`config.mk`:
```
export PLATFORM = sky130hd
export DESIGN_NAME = hex_address_value_line_parser
export DESIGN_NICKNAME = d
export VERILOG_FILES = /design/src/design/havlp_pkg.sv /design/src/design/hex_address_value_line_parser.sv
export VERILOG_INCLUDE_DIRS = /design/src /design/src/design
export SDC_FILE = /design/constraint.sdc
export NUM_CORES = 1
export LEC_CHECK = 0
export ABC_CLOCK_PERIOD_IN_PS = 2800
export BUFFER_PORTS_ARGS = -buffer_cell sky130_fd_sc_hd__clkbuf_2
export CAP_MARGIN = 20
export CORE_MARGIN = 2
export CORE_UTILIZATION = 35
export CTS_BUF_LIST = sky130_fd_sc_hd__clkbuf_8
export CTS_CLUSTER_DIAMETER = 120
export DETAILED_ROUTE_END_ITERATION = 8
export GPL_TIMING_DRIVEN = 0
export SETUP_SLACK_MARGIN = 0.15
export SYNTH_ARGS = -nofsm -noshare
export SYNTH_HDL_FRONTEND = slang
export SYNTH_SLANG_ARGS = --single-unit
```
`constraint.sdc`:
```
create_clock -name i_clk -period 2.8 [get_ports i_clk]
set_input_delay 0.14 -clock i_clk [delete_from_list [all_inputs] [get_ports i_clk]]
set_output_delay 0.14 -clock i_clk [all_outputs]
set_load 0.01 [all_outputs]
```
`src/design/hex_address_value_line_parser_macros.svh`:
```
// Assertion macros shared by the hex address/value line parser RTL.
`ifndef HEX_ADDRESS_VALUE_LINE_PARSER_MACROS_SVH
`define HEX_ADDRESS_VALUE_LINE_PARSER_MACROS_SVH

// Same-cycle implication, checked only out of reset.
`define HAVLP_ASSERT_SAME(label, clk, rst_n, ante, cons, msg) \
    label: assert property (@(posedge clk) disable iff (!rst_n) (ante) |-> (cons)) \
        else $error(msg);

// Next-cycle implication, checked only out of reset.
`define HAVLP_ASSERT_NEXT(label, clk, rst_n, ante, cons, msg) \
    label: assert property (@(posedge clk) disable iff (!rst_n) (ante) |=> (cons)) \
        else $error(msg);

`endif

```
`src/design/havlp_pkg.sv`:
```
// Types, character codes and helpers for the hex address/value line parser.
`default_nettype none

package havlp_pkg;

    typedef struct packed {
        logic [7:0] character;
        logic       line_end;
    } t_req;

    typedef struct packed {
        logic        code_ok;
        logic [31:0] address;
        logic [31:0] value;
        logic [1:0]  width;
    } t_rsp;

    localparam logic [7:0] CHR_SPACE = 8'h20;
    localparam logic [7:0] CHR_TAB   = 8'h09;
    localparam logic [7:0] CHR_CR    = 8'h0D;
    localparam logic [7:0] CHR_HASH  = 8'h23;
    localparam logic [7:0] CHR_SEMI  = 8'h3B;
    localparam logic [7:0] CHR_COLON = 8'h3A;
    localparam logic [7:0] CHR_EQUAL = 8'h3D;
    localparam logic [7:0] CHR_X_LO  = 8'h78;
    localparam logic [7:0] CHR_X_UP  = 8'h58;
    localparam logic [7:0] CHR_0     = 8'h30;
    localparam logic [7:0] CHR_9     = 8'h39;
    localparam logic [7:0] CHR_A_LO  = 8'h61;
    localparam logic [7:0] CHR_F_LO  = 8'h66;
    localparam logic [7:0] CHR_A_UP  = 8'h41;
    localparam logic [7:0] CHR_F_UP  = 8'h46;

    localparam logic [3:0] HEX_TEN = 4'd10;

    localparam logic [2:0] TOKEN_LEN_MAX    = 3'd5;
    localparam logic [2:0] TOKEN_LEN_PREFIX = 3'd2;
    localparam logic [2:0] TOKEN_LEN_BYTE   = 3'd2;
    localparam logic [2:0] TOKEN_LEN_WORD   = 3'd4;

    localparam logic [1:0] WIDTH_BYTE = 2'd0;
    localparam logic [1:0] WIDTH_WORD = 2'd1;
    localparam logic [1:0] WIDTH_LONG = 2'd2;

    function automatic logic is_blank(input logic [7:0] c);
        return (c == CHR_SPACE) || (c >= CHR_TAB && c <= CHR_CR);
    endfunction

    function automatic logic is_comment(input logic [7:0] c);
        return (c == CHR_HASH) || (c == CHR_SEMI);
    endfunction

    function automatic logic is_sep(input logic [7:0] c);
        return is_blank(c) || (c == CHR_COLON) || (c == CHR_EQUAL);
    endfunction

    function automatic logic is_hex(input logic [7:0] c);
        return (c >= CHR_0 && c <= CHR_9) || (c >= CHR_A_LO && c <= CHR_F_LO) ||
               (c >= CHR_A_UP && c <= CHR_F_UP);
    endfunction

    // Digit value of a hex character; meaningless for other codes.
    function automatic logic [3:0] hex_digit(input logic [7:0] c);
        logic [7:0] d;
        if (c >= CHR_0 && c <= CHR_9) begin
            d = c - CHR_0;
        end else if (c >= CHR_A_LO && c <= CHR_F_LO) begin
            d = c - CHR_A_LO + {4'd0, HEX_TEN};
        end else begin
            d = c - CHR_A_UP + {4'd0, HEX_TEN};
        end
        return d[3:0];
    endfunction

    function automatic logic [1:0] width_code(input logic [2:0] len);
        logic [1:0] w;
        if (len <= TOKEN_LEN_BYTE) begin
            w = WIDTH_BYTE;
        end else if (len <= TOKEN_LEN_WORD) begin
            w = WIDTH_WORD;
        end else begin
            w = WIDTH_LONG;
        end
        return w;
    endfunction

endpackage

`default_nettype wire

```
`src/design/hex_address_value_line_parser.sv`:
```
// Hex address/value line parser: byte-stream parse state and result register.
//
// Send a text line as requests of one character each (line_end = 0), then one
// request with line_end = 1. Only the line_end request produces a response:
// code_ok, address, value and a width code (byte, word, long, from the value
// token's length including any 0x prefix). A failed line returns code_ok = 0
// with all other fields zero. Both channels use valid/ready; a request moves
// when valid and ready are both high at a rising edge of i_clk.
// Timing: one request per cycle unless stalled. Each character updates the parse
// state at the edge that accepts it; the response of a line_end request is
// valid in the output register right after that edge.
// The single output register sets the rate: a new request is taken while the
// response register is empty or drained in the same cycle.
// Reset: i_rst_n low (synchronous) returns the parser to the leading-blank
// phase with empty accumulators and drops any pending response.
// Stall: while a response waits and i_out_ready is low, o_in_ready is low,
// so every request, character or line end, holds until the response is taken.
`default_nettype none

`include "hex_address_value_line_parser_macros.svh"

module hex_address_value_line_parser
    import havlp_pkg::*;
(
    input  wire logic i_clk,
    input  wire logic i_rst_n,
    input  wire logic i_in_valid,
    output      logic o_in_ready,
    input  wire t_req i_req,
    output      logic o_out_valid,
    input  wire logic i_out_ready,
    output      t_rsp o_rsp
);

    typedef enum logic [2:0] {
        PH_LEAD,
        PH_ADDR,
        PH_SEP,
        PH_VALUE,
        PH_TRAIL,
        PH_FAIL,
        PH_COMMENT
    } t_phase;

    t_phase      r_phase, n_phase;
    logic [31:0] r_addr, n_addr;
    logic [31:0] r_value, n_value;
    logic [2:0]  r_tok_len, n_tok_len;
    logic        r_tok_zero, n_tok_zero;
    logic        r_tok_digit, n_tok_digit;
    logic        r_out_valid;
    t_rsp        r_rsp, n_rsp;

    logic        in_acc;
    logic [7:0]  c;
    logic        c_hex, c_prefix, c_tok;
    logic        on_addr;
    logic [31:0] tok_acc, tok_acc_next;
    logic        line_ok;

    // Take a request whenever the response register is free or draining.
    assign o_in_ready = !r_out_valid || i_out_ready;
    assign in_acc     = i_in_valid && o_in_ready;
    assign c          = i_req.character;

    // Token character: hex digit, or the x of a 0x prefix right after a leading 0.
    assign c_hex    = is_hex(c);
    assign c_prefix = ((c == CHR_X_LO) || (c == CHR_X_UP)) && (r_tok_len == 3'd1) && r_tok_zero;
    assign c_tok    = c_hex || c_prefix;

    // Address token while leading or in the address; the value token otherwise.
    assign on_addr      = (r_phase == PH_LEAD) || (r_phase == PH_ADDR);
    assign tok_acc      = on_addr ? r_addr : r_value;
    assign tok_acc_next = {tok_acc[27:0], hex_digit(c)};

    assign line_ok = ((r_phase == PH_VALUE) && r_tok_digit) ||
                     (r_phase == PH_TRAIL) || (r_phase == PH_COMMENT);

    always_comb begin
        logic tok_write;

        n_phase     = r_phase;
        n_addr      = r_addr;
        n_value     = r_value;
        n_tok_len   = r_tok_len;
        n_tok_zero  = r_tok_zero;
        n_tok_digit = r_tok_digit;
        tok_write   = 1'b0;

        n_rsp.code_ok = line_ok;
        n_rsp.address = line_ok ? r_addr : '0;
        n_rsp.value   = line_ok ? r_value : '0;
        n_rsp.width   = line_ok ? width_code(r_tok_len) : WIDTH_BYTE;

        if (i_req.line_end) begin
            // End of line: clear all parse state for the next line.
            n_phase     = PH_LEAD;
            n_addr      = '0;
            n_value     = '0;
            n_tok_len   = '0;
            n_tok_zero  = 1'b0;
            n_tok_digit = 1'b0;
        end else begin
            case (r_phase)
                PH_LEAD: begin
                    if (!is_blank(c)) begin
                        if (is_comment(c) || is_sep(c) || !c_tok) begin
                            n_phase = PH_FAIL;
                        end else begin
                            n_phase   = PH_ADDR;
                            tok_write = 1'b1;
                        end
                    end
                end
                PH_ADDR: begin
                    if (is_comment(c)) begin
                        n_phase = PH_FAIL;
                    end else if (is_sep(c)) begin
                        n_phase     = r_tok_digit ? PH_SEP : PH_FAIL;
                        n_tok_len   = '0;
                        n_tok_zero  = 1'b0;
                        n_tok_digit = 1'b0;
                    end else if (c_tok) begin
                        tok_write = 1'b1;
                    end else begin
                        n_phase = PH_FAIL;
                    end
                end
                PH_SEP: begin
                    if (!is_sep(c)) begin
                        if (is_comment(c) || !c_tok) begin
                            n_phase = PH_FAIL;
                        end else begin
                            n_phase   = PH_VALUE;
                            tok_write = 1'b1;
                        end
                    end
                end
                PH_VALUE: begin
                    if (is_comment(c)) begin
                        n_phase = r_tok_digit ? PH_COMMENT : PH_FAIL;
                    end else if (is_blank(c)) begin
                        n_phase = r_tok_digit ? PH_TRAIL : PH_FAIL;
                    end else if (c_tok) begin
                        tok_write = 1'b1;
                    end else begin
                        n_phase = PH_FAIL;
                    end
                end
                PH_TRAIL: begin
                    if (is_comment(c)) begin
                        n_phase = PH_COMMENT;
                    end else if (!is_blank(c)) begin
                        n_phase = PH_FAIL;
                    end
                end
                default: begin
                    n_phase = r_phase;
                end
            endcase

            if (tok_write) begin
                if (c_hex) begin
                    if (on_addr) begin
                        n_addr = tok_acc_next;
                    end else begin
                        n_value = tok_acc_next;
                    end
                    if ((r_tok_len == 3'd0) && (c == CHR_0)) begin
                        n_tok_zero = 1'b1;
                    end
                    n_tok_digit = 1'b1;
                    if (r_tok_len < TOKEN_LEN_MAX) begin
                        n_tok_len = r_tok_len + 3'd1;
                    end
                end else begin
                    // Prefix: digits must follow it.
                    n_tok_digit = 1'b0;
                    n_tok_len   = TOKEN_LEN_PREFIX;
                end
            end
        end
    end

    always_ff @(posedge i_clk) begin
        if (!i_rst_n) begin
            r_phase     <= PH_LEAD;
            r_addr      <= '0;
            r_value     <= '0;
            r_tok_len   <= '0;
            r_tok_zero  <= 1'b0;
            r_tok_digit <= 1'b0;
            r_out_valid <= 1'b0;
        end else begin
            if (in_acc) begin
                r_phase     <= n_phase;
                r_addr      <= n_addr;
                r_value     <= n_value;
                r_tok_len   <= n_tok_len;
                r_tok_zero  <= n_tok_zero;
                r_tok_digit <= n_tok_digit;
            end
            // Load the response on a line end, drop it once taken.
            if (in_acc && i_req.line_end) begin
                r_out_valid <= 1'b1;
            end else if (i_out_ready) begin
                r_out_valid <= 1'b0;
            end
        end
        if (in_acc && i_req.line_end) begin
            r_rsp <= n_rsp;
        end
    end

    assign o_out_valid = r_out_valid;
    assign o_rsp       = r_rsp;

    `HAVLP_ASSERT_NEXT(a_line_end_clears, i_clk, i_rst_n, in_acc && i_req.line_end,
        r_phase == PH_LEAD && r_tok_len == 3'd0 && r_addr == 32'd0, "state not cleared")
    `HAVLP_ASSERT_SAME(a_fail_zero, i_clk, i_rst_n, o_out_valid && !o_rsp.code_ok,
        o_rsp.address == 32'd0 && o_rsp.value == 32'd0 && o_rsp.width == WIDTH_BYTE,
        "failed line carries nonzero fields")
    `HAVLP_ASSERT_NEXT(a_no_spurious_rsp, i_clk, i_rst_n,
        in_acc && !i_req.line_end && !o_out_valid, !o_out_valid, "response without line end")
    `HAVLP_ASSERT_SAME(a_digit_has_len, i_clk, i_rst_n, r_tok_digit,
        r_tok_len != 3'd0 && r_tok_len <= TOKEN_LEN_MAX, "token length inconsistent")

endmodule

`default_nettype wire
```
==> results.cfg, run 1 <==
[logic_synthesis]
yosysSeqAreaShare = 0.572
synth_xor_xnor_area_share = 0.00721
yosys_warnings = 0
synth_fp_nets = 593
muxShareOfSynthArea = 0.00515
synth_top_cell_area_share = 0.331
ys_types = 59
synth-edff-count = 67
synthesis.area_sq_um = 6070
synth_top_family_by_area = simple AND/OR/NAND/NOR gates
synthTopCellsByArea = edfxtp_1 33%, dfxtp_1 24%, and2_1 7.0%
synth_top_area_cell = edfxtp_1
synthCells = 572
synth.avg_cell_area_sq_um = 10.6
synth-compound-area-share = 0.122
ys_ff_latch = 140
yosys.area_share.adder = 0.0165
yosys.area_share.simple = 0.230
synth_ff_type = dfxtp_1
async_reset_ff_frac = 0

[detailed_routing]
num_vias = 4464
first_pass_iters = 5
via_per_inst = 4.89
routed_wl_um = 13200
post_drt_wl_per_cell_um = 14.5
drc = 0
postRouteAntennaNets = 0
drt_iter0_drc = 315

[cts]
numCtsBuffers = 17
htree_levels = 4
cts.sinks = 140
cts_tree = yes
clock_path_buffers = 2
clkTransAtPathRegs_ns = 0.08
clk_latency_ns = 0.44
cts_root_buffer = clkbuf_8

[timing]
timing.fmax_mhz = 402
fin_crit_sh = 0.889
worst_slack_ns = 0.311
rsz0062_at_grt = false
worst_slew_pin_slew_ns = 0.832
setup-violations-final = 0
drv_slew = 0
maxSlewHeadroom = 0.443
skew_ns = 0.0149
min_period_ns = 2.49
setup_tns_ns = 0
hold_violations = 0

[worst_hold_path]
min_path_type = in2reg

[layout]
fillers = 1679
ff_latch_area_sq_um = 3470
drive_above_1_share = 0.250
final_cells = 912
layout_commonest_cell = nand2_1
multi_input_area_sq_um = 2320
most-common-layout-cells = 83 x nand2_1, 81 x clkbuf_2, 73 x dfxtp_1
syn_to_final_growth_pct = 19.5
final_nets = 695
final_util = 0.424
n_antenna_cell = 0

[global_route]
grt_max_degree = 48
antenna_found_initial = 0
grt_pass1_vias = 4286
grt_use_met3 = 0.0367
use_met1 = 0.198
track_usage = 0.150
use_met2 = 0.233
grt_pass1_wl_um = 21500
grt_busiest_layer = met2
grt.overflow.total = 0

[floorplan]
core_area_sq_um = 17100
start_util = 0.355
die_y_um = 136
dieArea_sq_um = 18400
rows = 48
pin_count = 82
dieWidth_um = 136

[critical_path]
worstPathMaxFanout = 10
endpoint_kind = register
cp_slowest_stage_delay_ns = 0.64
crit_slowest_cell = or4b_2
worstPathRequired_ns = 3.16
start_kind = input pin
critPathKind = in2reg
critical_path.cell_chain = clkbuf_2, inv_1, ha_1, or4b_2, a311o_1, o211ai_1, nor3_1, buf_2, nand2_1, mux2i_1
cp.arrival_ns = 2.85

[placed_design]
dp_hpwl_um = 9480
place_inst = 878
port_buffers = 80
dp_slack_ns = -0.128
gp_congestion = 0.834

[power]
vdd_drop_max_uv = 270
power_per_cell_area_nw_per_um2 = 593
leakagePower_nw = 2.67
power_w = 0.00430

[flow_run]
drv_cap = 0

[run_status]
outcome = finished, final reports clean
-- logic make-up after synthesis --
group | Yosys count
flops | 140
xor+xnor | 5
fa+ha+maj | 8
mux | 3
compound gates | 108
simple gates | 258
buf+inv | 50
-- what timing repair did --
action	CTS	global route
endpoints found under the setup margin	2	29
gates resized for setup	1	1
buffers inserted	0	1
endpoints found under the hold margin	2	0
pin swaps	0	1
hold buffers	1	0
-- cell usage after synthesis, types with 3 or more instances --
cell type   n
nor3_1      6
nand3_1    43
nand2_2     3
o21ai_2    22
and2_1     68
o21ai_0    46
xnor2_1     4
ha_1        8
buf_6      10
nor2_1     11
dfxtp_1    73
inv_1      12
nor4_1      4
a21oi_1    11
clkbuf_1   21
a32o_1      3
and3_1      4
o211ai_1    3
nand2_1    83
nand3_2     3
buf_2       3
nand3b_1    5
edfxtp_1   67
nand4_1     8
o32ai_1     3
-- path summary, 6_finish.rpt --
check                            startpoint           to  slack (ns)  cells after the start
worst max-delay path               i_req[1]   r_value[1]        0.31                     10
worst min-delay path               i_req[0]  o_out_valid        0.06                      3
worst max register to register  o_out_valid  r_value[20]        0.36                      8
worst min register to register   r_tok_zero   r_tok_zero        0.45                      2
-- stage by stage --
stage,cell area [sq um],hold slack [ns]
floorplan,6070,0.271
global placement,6760,0.441
detailed placement,6780,0.444
CTS,7240,0.0331
global route,7260,0.0507
finish,7260,0.0582
-- report_power, final --
part | switching, W | leakage (nW) | total (W) | internal [W]
clock | 0.000779 | 0.229 | 0.00184 | 0.00106
combinational | 0.000191 | 1.21 | 0.000276 | 0.0000849
sequential | 0.0000129 | 1.23 | 0.00219 | 0.00217
total | 0.000983 | 2.67 | 0.00430 | 0.00332
-- critical path, delay by kind of cell --
| kind | cells | cell delay [ns] |
|---|---|---|
| simple gates | 3 | 0.93 |
| fa+ha+maj | 1 | 0.31 |
| buf+inv | 3 | 0.50 |
| mux | 1 | 0.20 |
| compound gates | 2 | 0.77 |
-- layout make-up --
cell class              count  area share
repair buffers             83      0.0603
clock buffers              17      0.0322
flip-flops and latches    140       0.479
well taps                 225      0.0388
inverters                  12     0.00621
clock inverters            15      0.0305
multi-input cells         382       0.320
plain buffers              38      0.0331
-- flip-flops by register name, indices dropped and copies added, names as in the netlist --
register,flops
r_value,32
r_phase,3
r_addr,32
o_out_valid,1
r_tok_zero,1
o_rsp,67
r_tok_digit,1
r_tok_len,3
-- routing by layer --
metal	wire, um	share of wire	vias to the layer above
met3	712	0.054	16
met1	6060	0.46	2079
met4	255	0.019	0
met2	6160	0.47	133
met5	0	0	-
li1	-	-	2236
Power figures use the tool's default switching activity.
==> inputs of run 2 (changes only) <==
- CTS_BUF_LIST: sky130_fd_sc_hd__clkbuf_8 -> sky130_fd_sc_hd__clkbuf_4
==> results.cfg, run 2 (same netlist as run 1, synthesis figures left out) <==
[run_status]
outcome = finished, final reports clean

[timing]
timing.fmax_mhz = 394
fin_crit_sh = 0.906
drv_slew = 0
setup-violations-final = 0
min_period_ns = 2.54
skew_ns = 0.0233
setup_tns_ns = 0
worst_slew_pin_slew_ns = 0.797
maxSlewHeadroom = 0.466
worst_slack_ns = 0.263
rsz0062_at_grt = true
hold_violations = 0

[critical_path]
worstPathRequired_ns = 3.32
critical_path.cell_chain = dlygate4sd3_1, clkbuf_2, or4b_2, nor3_1, a211oi_1, o21ai_0, nand3_1, dlygate4sd3_1, nand2_1
cp.arrival_ns = 3.05
worstPathMaxFanout = 6
start_kind = input pin
cp_slowest_stage_delay_ns = 0.69
critPathKind = in2reg
crit_slowest_cell = or4b_2
endpoint_kind = register
cp_common_cell = dlygate4sd3_1

[power]
p_int_w = 0.00309
seqPwrFrac = 0.542
vdd_drop_max_uv = 229
power_w = 0.00404
p_comb_frac = 0.070
power_per_cell_area_nw_per_um2 = 557
switchingPower_w = 0.000947
swShare = 0.235
leakagePower_nw = 2.66
p_clk_frac = 0.388

[cts]
htree_levels = 4
cts_root_buffer = clkbuf_4
cts.sinks = 140
numCtsBuffers = 17
clkTransAtPathRegs_ns = 0.13
clock_path_buffers = 2
clk_latency_ns = 0.56
cts_tree = yes

[detailed_routing]
num_vias = 4528
drc = 0
post_drt_wl_per_cell_um = 14.3
postRouteAntennaNets = 0
drt_iter0_drc = 247
via_per_inst = 4.92
first_pass_iters = 4
routed_wl_um = 13200

[layout]
largest_register_ffs = 67
drive_above_1_share = 0.252
final_util = 0.423
layout_commonest_cell = nand2_1
final_nets = 702
multi_input_area_sq_um = 2330
ff_latch_area_sq_um = 3470
most-common-layout-cells = 83 x nand2_1, 81 x clkbuf_2, 73 x dfxtp_1
syn_to_final_growth_pct = 19.3
design_area_sq_um = 7250
fillers = 1687

[floorplan]
die_y_um = 136
rows = 48
dieWidth_um = 136
start_util = 0.355
pin_count = 82
dieArea_sq_um = 18400
core_area_sq_um = 17100

[placed_design]
dp_hpwl_um = 9480
dp_slack_ns = -0.128
gp_congestion = 0.834
port_buffers = 80
post_dp_cell_area_sq_um = 6780

[flow_run]
drv_cap = 0

[global_route]
antenna_found_initial = 1
grt_max_degree = 48
grt_pass1_wl_um = 21400
grt_pass1_vias = 4290
grt.overflow.total = 0
track_usage = 0.150

[worst_hold_path]
min_path_type = in2reg
[run 2: cell count changes in the layout (fill, tap and decap cells not counted), moves of 2 or more]
| cell | change |
|---|---|
| clkbuf_4 | +19 |
| clkbuf_8 | -17 |
| dlygate4sd3_1 | +7 |
| inv_1 | -2 |
[run 2: worst max-delay path: cells and delay by family]
kind                   cells  cell delay, ns
AND/OR/NAND/NOR            4            1.26
buffers and inverters      3            1.24
AO/OA/AOI/OAI              2            0.40
[run 2: path summary, 6_finish.rpt]
kind	startpoint	endpoint	slack, ns	cells after the start
worst max-delay path	i_req[7]	r_tok_zero	0.26	9
worst min-delay path	i_in_valid	r_phase[1]	0.15	4
worst max register to register	o_out_valid	r_value[20]	0.34	8
worst min register to register	r_value[30]	r_value[30]	0.46	2
[run 2: cell type report]
class / count / area share
antenna: 1 / 0.000345
buffer: 38 / 0.0331
clock buffer: 19 / 0.0197
clock inverter: 13 / 0.0295
inverter: 12 / 0.00622
multi-input combinational: 382 / 0.321
sequential: 140 / 0.479
tap: 225 / 0.0388
timing repair buffer: 90 / 0.0718
[run 2: timing repair]
action / 4_1_cts / 5_1_grt
buffers inserted: 0 / 1
setup endpoints to repair: 9 / 32
pin swaps: 0 / 1
hold buffers: 8 / 0
endpoints found under the hold margin: 2 / 0
gates resized for setup: 1 / 2
[run 2: routing by layer]
metal,track usage,vias up,routed length [um]
met5,0,-,0
met4,0.0625,0,260
met3,0.0412,16,690
met2,0.233,144,6100
met1,0.196,2118,6110
li1,-,2250,-
[run 2: power groups by stage]
stage	registers, W	clock network, W	logic (W)
finish	0.00219	0.00157	0.000283
global route	0.00219	0.00170	0.000311
CTS	0.00219	0.00161	0.000283
detailed placement	0.00223	0	0.000276
global placement	0.00224	0	0.000268
floorplan	0.00225	0	0.000149
[run 2: metrics by stage]
step / instances / hold slack [ns]
2_1_floorplan: 572 / 0.271
3_3_place_gp: 877 / 0.441
3_5_place_dp: 878 / 0.444
4_1_cts: 918 / 0.101
5_1_grt: 920 / 0.136
6_report: 920 / 0.151
